File: src/u8u16_pkg.sv
// Shared types and constants for the UTF-8 to UTF-16 transcoder.
package u8u16_pkg;

  localparam logic [15:0] REPLACEMENT_UNIT = 16'hFFFD;
  localparam logic [20:0] SCALAR_MAX       = 21'h10FFFF;
  localparam logic [20:0] SURR_FIRST       = 21'h00D800;
  localparam logic [20:0] SURR_LAST        = 21'h00DFFF;
  localparam logic [20:0] SUPP_BASE        = 21'h010000;
  localparam logic [20:0] MIN_LEN2         = 21'h000080;
  localparam logic [20:0] MIN_LEN3         = 21'h000800;
  localparam logic [5:0]  HI_SURR_TAG      = 6'b110110;
  localparam logic [5:0]  LO_SURR_TAG      = 6'b110111;

  // Sequence lengths held in the decoder.
  localparam logic [2:0] LEN_NONE = 3'd0;
  localparam logic [2:0] LEN_TWO  = 3'd2;
  localparam logic [2:0] LEN_THREE = 3'd3;
  localparam logic [2:0] LEN_FOUR = 3'd4;

  localparam int MAX_UNITS = 4;

  // Words produced by one text byte, handed from decoder to output buffer.
  typedef struct packed {
    logic [2:0]                  count;
    logic [MAX_UNITS-1:0][15:0] units;
    logic                        done;
  } burst_t;

endpackage

File: src/u8u16_decode.sv
// Sequence decoder: holds the pending sequence and turns one byte into words.
module u8u16_decode (
  input  logic              clk,
  input  logic              rst_n,
  input  logic              advance_i,
  input  logic [7:0]        byte_i,
  input  logic              fin_i,
  output u8u16_pkg::burst_t burst_o
);
  import u8u16_pkg::*;

  logic [14:0] ps_r,   ps_nxt;
  logic [2:0]  len_r,  len_nxt;
  logic [1:0]  held_r, held_nxt;

  logic        bb_emit;
  logic [15:0] bb_unit;
  logic [2:0]  bb_len;
  logic [14:0] bb_bits;
  logic [20:0] scal;
  logic [20:0] supp;
  logic [2:0]  held_inc;
  logic        scal_bad;
  logic [2:0]  nrep;
  logic [1:0]  ntail;
  logic [15:0] tail0;
  logic [15:0] tail1;

  // Decode a byte as if nothing were pending.
  always_comb begin
    bb_emit = 1'b1;
    bb_unit = REPLACEMENT_UNIT;
    bb_len  = LEN_NONE;
    bb_bits = '0;
    if (!byte_i[7]) begin
      bb_unit = {8'h00, byte_i};
    end else if (byte_i[7:5] == 3'b110) begin
      bb_len  = LEN_TWO;
      bb_bits = {10'd0, byte_i[4:0]};
      bb_emit = fin_i;
    end else if (byte_i[7:4] == 4'b1110) begin
      bb_len  = LEN_THREE;
      bb_bits = {11'd0, byte_i[3:0]};
      bb_emit = fin_i;
    end else if (byte_i[7:3] == 5'b11110) begin
      bb_len  = LEN_FOUR;
      bb_bits = {12'd0, byte_i[2:0]};
      bb_emit = fin_i;
    end
  end

  // Scalar of a completing sequence and its legality.
  assign scal     = {ps_r, byte_i[5:0]};
  assign supp     = scal - SUPP_BASE;
  assign held_inc = {1'b0, held_r} + 3'd1;
  always_comb begin
    scal_bad = 1'b0;
    if (len_r == LEN_TWO && scal < MIN_LEN2)   scal_bad = 1'b1;
    if (len_r == LEN_THREE && scal < MIN_LEN3) scal_bad = 1'b1;
    if (len_r == LEN_FOUR && scal < SUPP_BASE) scal_bad = 1'b1;
    if (scal > SCALAR_MAX)                     scal_bad = 1'b1;
    if (scal >= SURR_FIRST && scal <= SURR_LAST) scal_bad = 1'b1;
  end

  // Pick replacement count, trailing words and the next sequence state.
  always_comb begin
    nrep     = 3'd0;
    ntail    = 2'd0;
    tail0    = bb_unit;
    tail1    = {LO_SURR_TAG, supp[9:0]};
    ps_nxt   = ps_r;
    len_nxt  = len_r;
    held_nxt = held_r;
    if (len_r == LEN_NONE) begin
      if (bb_emit) begin
        ntail = 2'd1;
      end else begin
        ps_nxt   = bb_bits;
        len_nxt  = bb_len;
        held_nxt = 2'd1;
      end
    end else if (byte_i[7:6] == 2'b10) begin
      if (held_inc >= len_r) begin
        ps_nxt   = '0;
        len_nxt  = LEN_NONE;
        held_nxt = '0;
        if (scal_bad) begin
          nrep = len_r;
        end else if (scal[20:16] == 5'd0) begin
          ntail = 2'd1;
          tail0 = scal[15:0];
        end else begin
          ntail = 2'd2;
          tail0 = {HI_SURR_TAG, supp[19:10]};
        end
      end else if (fin_i) begin
        ps_nxt   = '0;
        len_nxt  = LEN_NONE;
        held_nxt = '0;
        nrep     = held_inc;
      end else begin
        ps_nxt   = scal[14:0];
        held_nxt = held_inc[1:0];
      end
    end else begin
      // Flush held bytes, then restart on this byte.
      nrep = {1'b0, held_r};
      if (bb_emit) begin
        ntail    = 2'd1;
        ps_nxt   = '0;
        len_nxt  = LEN_NONE;
        held_nxt = '0;
      end else begin
        ps_nxt   = bb_bits;
        len_nxt  = bb_len;
        held_nxt = 2'd1;
      end
    end
    if (fin_i) begin
      ps_nxt   = '0;
      len_nxt  = LEN_NONE;
      held_nxt = '0;
    end
  end

  // Lay out the words: replacements first, then the trailing words.
  always_comb begin
    burst_o.count = nrep + {1'b0, ntail};
    burst_o.done  = fin_i;
    for (int i = 0; i < MAX_UNITS; i++) begin
      if (3'(i) < nrep) begin
        burst_o.units[i] = REPLACEMENT_UNIT;
      end else if (3'(i) == nrep) begin
        burst_o.units[i] = tail0;
      end else begin
        burst_o.units[i] = tail1;
      end
    end
  end

  // Advance the sequence state once per consumed byte.
  always_ff @(posedge clk) begin
    if (!rst_n) begin
      ps_r   <= '0;
      len_r  <= LEN_NONE;
      held_r <= '0;
    end else if (advance_i) begin
      ps_r   <= ps_nxt;
      len_r  <= len_nxt;
      held_r <= held_nxt;
    end
  end

endmodule

File: src/u8u16_burst.sv
// Output buffer: holds the words of one byte and sends one per cycle while out_tready is high.
module u8u16_burst (
  input  logic              clk,
  input  logic              rst_n,
  input  logic              load_i,
  input  u8u16_pkg::burst_t burst_i,
  output logic              can_load_o,
  output logic              out_tvalid,
  input  logic              out_tready,
  output logic [15:0]       out_tdata,
  output logic              out_tlast,
  output logic              out_tuser
);
  import u8u16_pkg::*;

  logic [2:0]                  cnt_r;
  logic [MAX_UNITS-1:0][15:0] units_r;
  logic                        done_r;
  logic                        take;

  assign take       = (cnt_r != 3'd0) && out_tready;
  assign can_load_o = (cnt_r == 3'd0) || ((cnt_r == 3'd1) && out_tready);

  // Track words left to send.
  always_ff @(posedge clk) begin
    if (!rst_n) begin
      cnt_r <= 3'd0;
    end else if (load_i) begin
      cnt_r <= burst_i.count;
    end else if (take) begin
      cnt_r <= cnt_r - 3'd1;
    end
  end

  // Load a new run, or shift the next word to the head.
  always_ff @(posedge clk) begin
    if (load_i) begin
      units_r <= burst_i.units;
      done_r  <= burst_i.done;
    end else if (take) begin
      units_r <= {16'h0000, units_r[MAX_UNITS-1:1]};
    end
  end

  assign out_tvalid = (cnt_r != 3'd0);
  assign out_tdata  = units_r[0];
  assign out_tlast  = (cnt_r == 3'd1);
  assign out_tuser  = done_r;

endmodule

File: src/utf8_to_utf16_transcoder_core.sv
// UTF-8 to UTF-16 transcoder, top level: input register, decoder, output buffer.
// Takes one UTF-8 byte per word (tlast marks the last byte of the text) and sends
// UTF-16 code units, one per word, with tlast on the last word a byte causes and
// tuser set on every word caused by the last byte of the text. Illegal input gives
// 0xFFFD. A byte is taken every cycle while out_tready is high and each byte gives
// at most one word; a byte that gives more (a surrogate pair or a flushed sequence,
// up to four) holds the output buffer while it sends them, and the input register
// waits behind it. Continuation bytes that only extend a pending sequence give no
// word. A byte is held in the input register, then decoded into the output buffer.
module utf8_to_utf16_transcoder_core (
  input  logic        clk,
  input  logic        rst_n,
  input  logic        in_tvalid,
  output logic        in_tready,
  input  logic [7:0]  in_tdata,   // [7:0] text_byte
  input  logic        in_tlast,
  output logic        out_tvalid,
  input  logic        out_tready,
  output logic [15:0] out_tdata,  // [15:0] code_unit
  output logic        out_tlast,
  output logic        out_tuser   // [0] text_done
);
  import u8u16_pkg::*;

  logic       in_valid_r;
  logic [7:0] byte_r;
  logic       fin_r;
  logic       can_load;
  logic       advance;
  burst_t     burst;

  assign advance   = in_valid_r && can_load;
  assign in_tready = !in_valid_r || can_load;

  // Hold the input word until the decoder consumes it.
  always_ff @(posedge clk) begin
    if (!rst_n) begin
      in_valid_r <= 1'b0;
    end else if (in_tready) begin
      in_valid_r <= in_tvalid;
    end
  end

  always_ff @(posedge clk) begin
    if (in_tvalid && in_tready) begin
      byte_r <= in_tdata;
      fin_r  <= in_tlast;
    end
  end

  u8u16_decode u_decode (
    .clk       (clk),
    .rst_n     (rst_n),
    .advance_i (advance),
    .byte_i    (byte_r),
    .fin_i     (fin_r),
    .burst_o   (burst)
  );

  u8u16_burst u_burst (
    .clk        (clk),
    .rst_n      (rst_n),
    .load_i     (advance && (burst.count != 3'd0)),
    .burst_i    (burst),
    .can_load_o (can_load),
    .out_tvalid (out_tvalid),
    .out_tready (out_tready),
    .out_tdata  (out_tdata),
    .out_tlast  (out_tlast),
    .out_tuser  (out_tuser)
  );

endmodule

File: config.mk
export PLATFORM = sky130hd
export DESIGN_NAME = utf8_to_utf16_transcoder_core
export DESIGN_NICKNAME = d
export VERILOG_FILES = /design/src/u8u16_pkg.sv /design/src/u8u16_decode.sv /design/src/u8u16_burst.sv /design/src/utf8_to_utf16_transcoder_core.sv
export SDC_FILE = /design/constraint.sdc
export NUM_CORES = 1
export LEC_CHECK = 0
export BUFFER_PORTS_ARGS = -buffer_cell sky130_fd_sc_hd__clkbuf_2
export CORE_ASPECT_RATIO = 1.5
export CORE_MARGIN = 2
export CORE_UTILIZATION = 39
export CTS_BUF_LIST = sky130_fd_sc_hd__clkbuf_8
export CTS_CLUSTER_DIAMETER = 50
export DETAILED_ROUTE_END_ITERATION = 8
export PLACE_DENSITY = 0.59
export SLEW_MARGIN = 20
export SYNTH_ARGS = -nofsm -noshare
export SYNTH_HDL_FRONTEND = slang
export SYNTH_SLANG_ARGS = --single-unit
File: constraint.sdc
create_clock -name clk -period 8.8 [get_ports clk]
set_input_delay 0.44 -clock clk [delete_from_list [all_inputs] [get_ports clk]]
set_output_delay 0.44 -clock clk [all_outputs]
set_load 0.02 [all_outputs]
## Yosys cells after proc, flatten, opt, wreduce, memory -nomap -nowiden

Cells that the tools add are included.
W data, S select, Z words.

- Register bits after elaboration: 98
- Latch bits: 0
- RAM bits: 0
- ROM bits: 0
- Input bits: 13
- Output and inout port bits: 20
- Word-level logic and storage cells: 125
- Memories: 0

- Add/subtract/negate cells: 4
- Multipliers: 0
- Div/mod/pow operators: 0
- Order comparisons: 11
- Equality and inequality tests: 13
- Shifts and indexed selects: 0
- Muxes and demuxes: 64
- Bitwise gates (word level): 0
- Reduce and logical (&&, ||, !) cells: 21

Operators by type and width:

| cell | count |
|---|---|
| $mux W16 | 14 |
| $mux W15 | 9 |
| $mux W64 | 2 |
| $mux W3 | 18 |
| $ge A21 B16 Y1 const B | 1 |
| $gt A21 B21 Y1 const B | 1 |
| $le A21 B16 Y1 const B | 1 |
| $lt A21 B12 Y1 const B | 1 |
| $lt A21 B17 Y1 const B | 1 |
| $lt A21 B8 Y1 const B | 1 |
| $mux W2 | 10 |
| $sub A20 B17 Y20 const B | 1 |
| $mux W1 | 11 |
| $logic_and A1 B1 Y1 | 9 |
| $logic_not A3 Y1 | 3 |
| $eq A2 B3 Y1 const A | 2 |
| $eq A3 B2 Y1 const B | 2 |
| $eq A3 B3 Y1 const B | 2 |
| $lt A1 B3 Y1 const A | 2 |
| $lt A2 B3 Y1 const A | 2 |
| $reduce_bool A3 Y1 | 2 |
| $eq A5 B5 Y1 const B | 1 |
| $logic_not A5 Y1 | 1 |
| $eq A4 B4 Y1 const B | 1 |
| 14 further kinds | 15 |

## Longest topological paths before layout

- Depth after elaboration: 15
- Mapped depth: 23
- Mapped depth without buffers: 19

## Hierarchy

Synthesis repeated with hierarchy kept, for this count alone.

- Cells, all modules: 503
- Area, all modules: 5685.5 µm²

Modules (own cells, without submodules):

| module | times used | cells each | area an instance (µm²) | seq. area each (µm²) |
|---|---|---|---|---|
| u8u16_burst | 1 | 181 | 3101.7 | 2011.9 |
| u8u16_decode | 1 | 306 | 2243.4 | 400.4 |
| utf8_to_utf16_transcoder_core | 1 | 16 | 340.3 | 290.3 |

## Least setup slack after synthesis

No wires, ideal clock.

- Kind: register to register
- From: register u_decode.held_r[0]
- To: register u_burst.units_r (netlist bit u_burst.out_tdata[0]) (enable)
- Setup time: 424 ps
- Arrival time: 5157 ps
- Data required time: 8376 ps
- Slack: 3220 ps
- Cell stages (with the launch flop): 20
- Path buffers: 3
- Clock period less this slack: 5580 ps
- Path through: dfxtp_1 -> ha_1 -> ha_1 -> a21o_1 -> a21oi_1 -> nand3_1 -> o31a_1 -> and2_1 -> buf_6 -> inv_4 -> ha_1 -> inv_1 -> fa_1 -> nand3b_1 -> a311oi_1 -> a311oi_1 -> nand2_2 -> buf_6 -> buf_2 -> nand2_1

- Longest elaborated chain between the ends: 9
- Elaborated cells on any way between the ends: 13
- Those cells by class: add/sub: 2; order compare: 1; mux: 7; reduce/logical: 3

Ends and longest elaborated chain:

| what | RTL line | source |
|---|---|---|
| start: declaration | u8u16_decode.sv:14 | `logic [1:0] held_r, held_nxt;` |
| start signal: assignment | u8u16_decode.sv:150 | `held_r <= held_nxt;` |
| $add A2 B1 Y3 | u8u16_decode.sv:55 | `assign held_inc = {1'b0, held_r} + 3'd1;` |
| $ge A3 B3 Y1 / $mux W3 (equally long branches) | u8u16_decode.sv:83, u8u16_decode.sv:96 |  |
| $mux W3 / $mux W2 (equally long branches) | u8u16_decode.sv:83 | `if (held_inc >= len_r) begin` |
| $mux W3 / $mux W2 (equally long branches) | u8u16_decode.sv:82 | `end else if (byte_i[7:6] == 2'b10) begin` |
| $mux W3 / $mux W2 (equally long branches) | u8u16_decode.sv:74 | `if (len_r == LEN_NONE) begin` |
| $add A3 B2 Y3 (*) | u8u16_decode.sv:128 | `burst_o.count = nrep + {1'b0, ntail};` |
| $reduce_bool A3 Y1 (*) | utf8_to_utf16_transcoder_core.sv:63 | `.load_i (advance && (burst.count != 3'd0)),` |
| $logic_and A1 B1 Y1 (*) | utf8_to_utf16_transcoder_core.sv:63 |  |
| $reduce_bool A2 Y1 (no source line) (*) | - |  |
| end signal: assignment | u8u16_burst.sv:38 | `units_r <= burst_i.units;` |
| end signal: assignment | u8u16_burst.sv:41 | `units_r <= {16'h0000, units_r[MAX_UNITS-1:1]};` |
| end: declaration | u8u16_burst.sv:17 | `logic [MAX_UNITS-1:0][15:0] units_r;` |

Mark *: on every way between the ends. The rest lies on a longest branch, timed or not.
A chain may end at the register's enable or synchronous reset.

## Final worst setup path

- From: register byte_r[2]
- To: register u_burst.units_r (netlist bit u_burst.out_tdata[14]) (data pin)

- Longest elaborated chain between the ends: 15
- Elaborated cells on any way between the ends: 35
- Those cells by class: add/sub: 1; order compare: 7; mux: 20; reduce/logical: 7

Ends and longest elaborated chain:

| what | RTL line | source |
|---|---|---|
| start: declaration | utf8_to_utf16_transcoder_core.sv:26 | `logic [7:0] byte_r;` |
| start signal: assignment | utf8_to_utf16_transcoder_core.sv:46 | `byte_r <= in_tdata;` |
| $lt A21 B8 Y1 | u8u16_decode.sv:58 | `if (len_r == LEN_TWO && scal < MIN_LEN2) scal_bad = 1'b1;` |
| $logic_and A1 B1 Y1 | u8u16_decode.sv:58 |  |
| $mux W1 | u8u16_decode.sv:58 |  |
| $mux W1 | u8u16_decode.sv:59 | `if (len_r == LEN_THREE && scal < MIN_LEN3) scal_bad = 1'b1;` |
| $mux W1 | u8u16_decode.sv:60 | `if (len_r == LEN_FOUR && scal < SUPP_BASE) scal_bad = 1'b1;` |
| $mux W1 | u8u16_decode.sv:61 | `if (scal > SCALAR_MAX) scal_bad = 1'b1;` |
| $mux W1 (*) | u8u16_decode.sv:62 | `if (scal >= SURR_FIRST && scal <= SURR_LAST) scal_bad = 1'b1;` |
| $mux W3 / $mux W2 (equally long branches) | u8u16_decode.sv:87 | `if (scal_bad) begin` |
| $mux W3 / $mux W2 (equally long branches) | u8u16_decode.sv:83 |  |
| $mux W3 / $mux W2 (equally long branches) | u8u16_decode.sv:82 |  |
| $mux W3 / $mux W2 (equally long branches) | u8u16_decode.sv:74 |  |
| $add A3 B2 Y3 / $logic_not A3 Y1 (equally long branches) | u8u16_decode.sv:128, u8u16_decode.sv:133 |  |
| $reduce_bool A3 Y1 / $mux W16 (equally long branches) | utf8_to_utf16_transcoder_core.sv:63, u8u16_decode.sv:133 |  |
| $logic_and A1 B1 Y1 / $mux W16 (equally long branches) | utf8_to_utf16_transcoder_core.sv:63, u8u16_decode.sv:131 |  |
| $mux W64 (*) | u8u16_burst.sv:37 | `if (load_i) begin` |

Marked as above.

==> flow_summary.toml <==
[sta]
skew_ns = 0.00706
period_share_pct = 68.3
tns_ns = 0
finalSetupViolations = 0
timing.final.max_slew_violations = 0
slew_headroom_pct = 41.1
post-route-min-period_ns = 6.01
worstMarginPinSlew_ns = 0.880
max_freq_ghz = 0.166
hold_viol = 0
rsz0062_at_grt = "no"

[cts]
post_cts_buffers = 0
clock_latency_ns = 0.37
cts_sinks = 98
root_buffer = "clkbuf_8"
htree_levels = 3
clock_path_buffers = 2
clkTransAtPathRegs_ns = 0.10
cts_tree = "yes"
cts_made_buffers = 9
postCtsHoldBufs = 0
cts_resized = 0

[detailed_routing]
routed_via_density = 5.71
avgRoutedWirePerCell_um = 18.6
dr_total_vias = 3784
drt-pass1-iter-count = 5
ant_nets = 0
drt_iter0_drc = 239
wl_mm = 12.4
route.detailed.drc = 0

[synth]
synth_fp_nets = 526
syn_area_mm2 = 0.00523
yosysUniqueCellTypes = 65
yosys_warnings = 0
synth_area_per_cell_um2 = 10.4
post_synth_inst_count = 502
async_flop_share_pct = 0
synthFlopType = "edfxtp_1"
ys_seq_area_share_pct = 51.6
synth_edf_count = 74
ys_ff_latch = 98

[global_routing]
grt_overflow = 0
grt.total_usage_pct = 17.5
grt_max_degree = 51
antenna_found_initial = 0
grt_pass1_wl_mm = 20.1
grt_pass1_vias = 3773

[placed_design]
portBuffers = 32
dp_hpwl_mm = 8.83
gp_congestion = 0.837
postPlaceCellArea_mm2 = 0.00532

[power]
vdd_drop_max_mv = 0.0901
power_switching_mw = 0.519
seqPwrFrac_pct = 50.7
total_power_mw = 1.53
combPwrFrac_pct = 29.5
cellPowerDensity_mw_per_mm2 = 277
pwr-share-clk_pct = 19.7
sw_frac_of_total_pct = 34.0
p_leak_nw = 1.88
p_int_mw = 1.01

[die]
num_io_pins = 33
core-area_mm2 = 0.0130
die_area_mm2 = 0.0144
fp.dieH_um = 146
fp-row-count = 51
dieWidth_um = 98.6
initial_core_util_pct = 40.2

[layout]
syn_to_final_growth_pct = 5.45
nNetsFinal = 523
stdcell_area_mm2 = 0.00552
final_common_cell = "edfxtp_1"
layout_common_cells = "edfxtp_1 (74), nor2_1 (57), a21oi_1 (35)"
diodes = 0
drive_above_1_share_pct = 13.3
nFillCells = 1323

[critical_path]
required_ns = 8.92
worst_path_largest_cell_delay_ns = 0.63
startpoint_type = "flip-flop"
crit_path_max_fanout = 50
cpMostUsedCell = "a311oi_1"
critPathSlowestCell = "inv_2"
endpoint_kind = "flip-flop"
path_cells = "nand4_1 > nor4_1 > mux2i_1 > nand2_1 > a211o_1 > and2_1 > inv_4 > ha_1 > inv_1 > fa_1 > nand3b_1 > a311oi_1 > a311oi_1 > nand2_2 > buf_4 > inv_2 > nand3_1 > o22a_1"
r2r_slack_ns = 2.79
critPathKind = "flip-flop to flip-flop"
cp.arrival_ns = 6.13

[run_status]
status = "complete, no violations"

[job]
maxCapViolCount = 0

[min_path]
hold_path_class = "input pin to flip-flop"
==> worst max-delay path: cells and delay by family (launching register included) <==
kind / cells / cell delay, ns
buffers and inverters: 4 / 1.09
adder cells (fa/ha/maj): 2 / 0.64
AND/OR/NAND/NOR: 7 / 2.00
flip-flops: 1 / 0.49
AO/OA/AOI/OAI: 4 / 1.11
multiplexers: 1 / 0.38
==> layer usage <==
metal	share of wire (%)	vias to the layer above	wire length [µm]	track usage, %
li1	-	1836	-	-
met1	43	1816	5270	22.5
met2	51	113	6350	30.2
met3	4.1	19	503	2.74
met4	1.8	0	228	5.21
met5	0	-	0	0
==> kinds of logic (layout without fill, tap and decap cells) <==
logic type                 count (synthesis)  in the layout  synth area share, %
buffers and inverters                     64             66                 6.81
and+or+nand+nor                          182            182                 18.3
muxes                                      5              5                0.956
adders and majority gates                 11             11                 2.77
DFF                                       98             98                 51.6
xor gates and xnor gates                   3              3                0.502
AOI/OAI and AO/OA                        139            139                 19.0
==> path summary, 6_finish.rpt <==
check                                          from  cells past startpoint                               to
setup / recovery                byte_r[2]$_DFFE_PP_                     18  u_burst.out_tdata[14]$_DFFE_PP_
hold / removal                             in_tlast                      1                  fin_r$_DFFE_PP_
setup reg to reg                byte_r[2]$_DFFE_PP_                     18  u_burst.out_tdata[14]$_DFFE_PP_
hold reg to reg   u_burst.units_r[52]$_SDFFCE_PN0P_                      2    u_burst.units_r[36]$_DFFE_PP_
==> cell type report <==
cell class              count  area (µm²)  share of cell area [%]
clock buffers               9         124                    2.24
multi-input cells         340        2180                    39.4
flip-flops and latches     98        2700                    49.0
clock inverters             7        75.1                    1.36
inverters                  15        58.8                    1.07
well taps                 159         199                    3.60
repair buffers             35         183                    3.31
==> synth_stat cells (4+ instances only) <==
library cell	n	share of area (%)
nor2b_1	33	3.9
and2_1	6	0.72
nor2_1	57	4.1
ha_1	10	2.4
nor3_1	19	1.8
clkbuf_1	11	0.79
edfxtp_1	74	42
buf_2	16	1.5
nand3_1	9	0.86
o22a_1	18	3.0
nand2b_1	7	0.84
a21oi_1	35	3.3
a22oi_1	17	2.4
nand2_1	24	1.7
nor4_1	4	0.48
a21o_1	4	0.57
buf_4	19	2.7
o22ai_1	10	1.2
a31oi_1	8	0.96
dfxtp_1	24	9.2
nand4_1	7	0.84
o21ai_0	12	1.1
mux2i_1	5	0.96
inv_1	13	0.93
==> per-stage QoR <==
stage | cells | worst slack, ns | hold slack (ns) | util [%]
after CTS | 663 | 2.79 | 0.229 | 42.4
after detailed placement | 647 | 2.83 | 0.516 | 40.9
after floorplan | 502 | 3.22 | 0.471 | -
after global placement | 647 | 2.95 | 0.507 | 40.9
after global routing | 663 | 2.40 | 0.221 | 42.4
final | 663 | 2.79 | 0.240 | 42.4
==> state kept, by name, summed over array words and instances (netlist names) <==
name	flops
u_burst.out_tdata	16
u_decode.held_r	2
u_burst.units_r	48
u_decode.ps_r	15
fin_r	1
u_burst.cnt_r	3
byte_r	8
in_valid_r	1
u_decode.len_r	3
u_burst.out_tuser	1
==> power by group through the flow <==
stage	Combinational, mW	Clock [mW]	Sequential (mW)
floorplan	0.397	0	0.772
global placement	0.444	0	0.782
detailed placement	0.453	0	0.788
CTS	0.456	0.310	0.777
global route	0.505	0.327	0.792
finish	0.451	0.301	0.774
No activity file was read; power rests on OpenSTA's default activity.
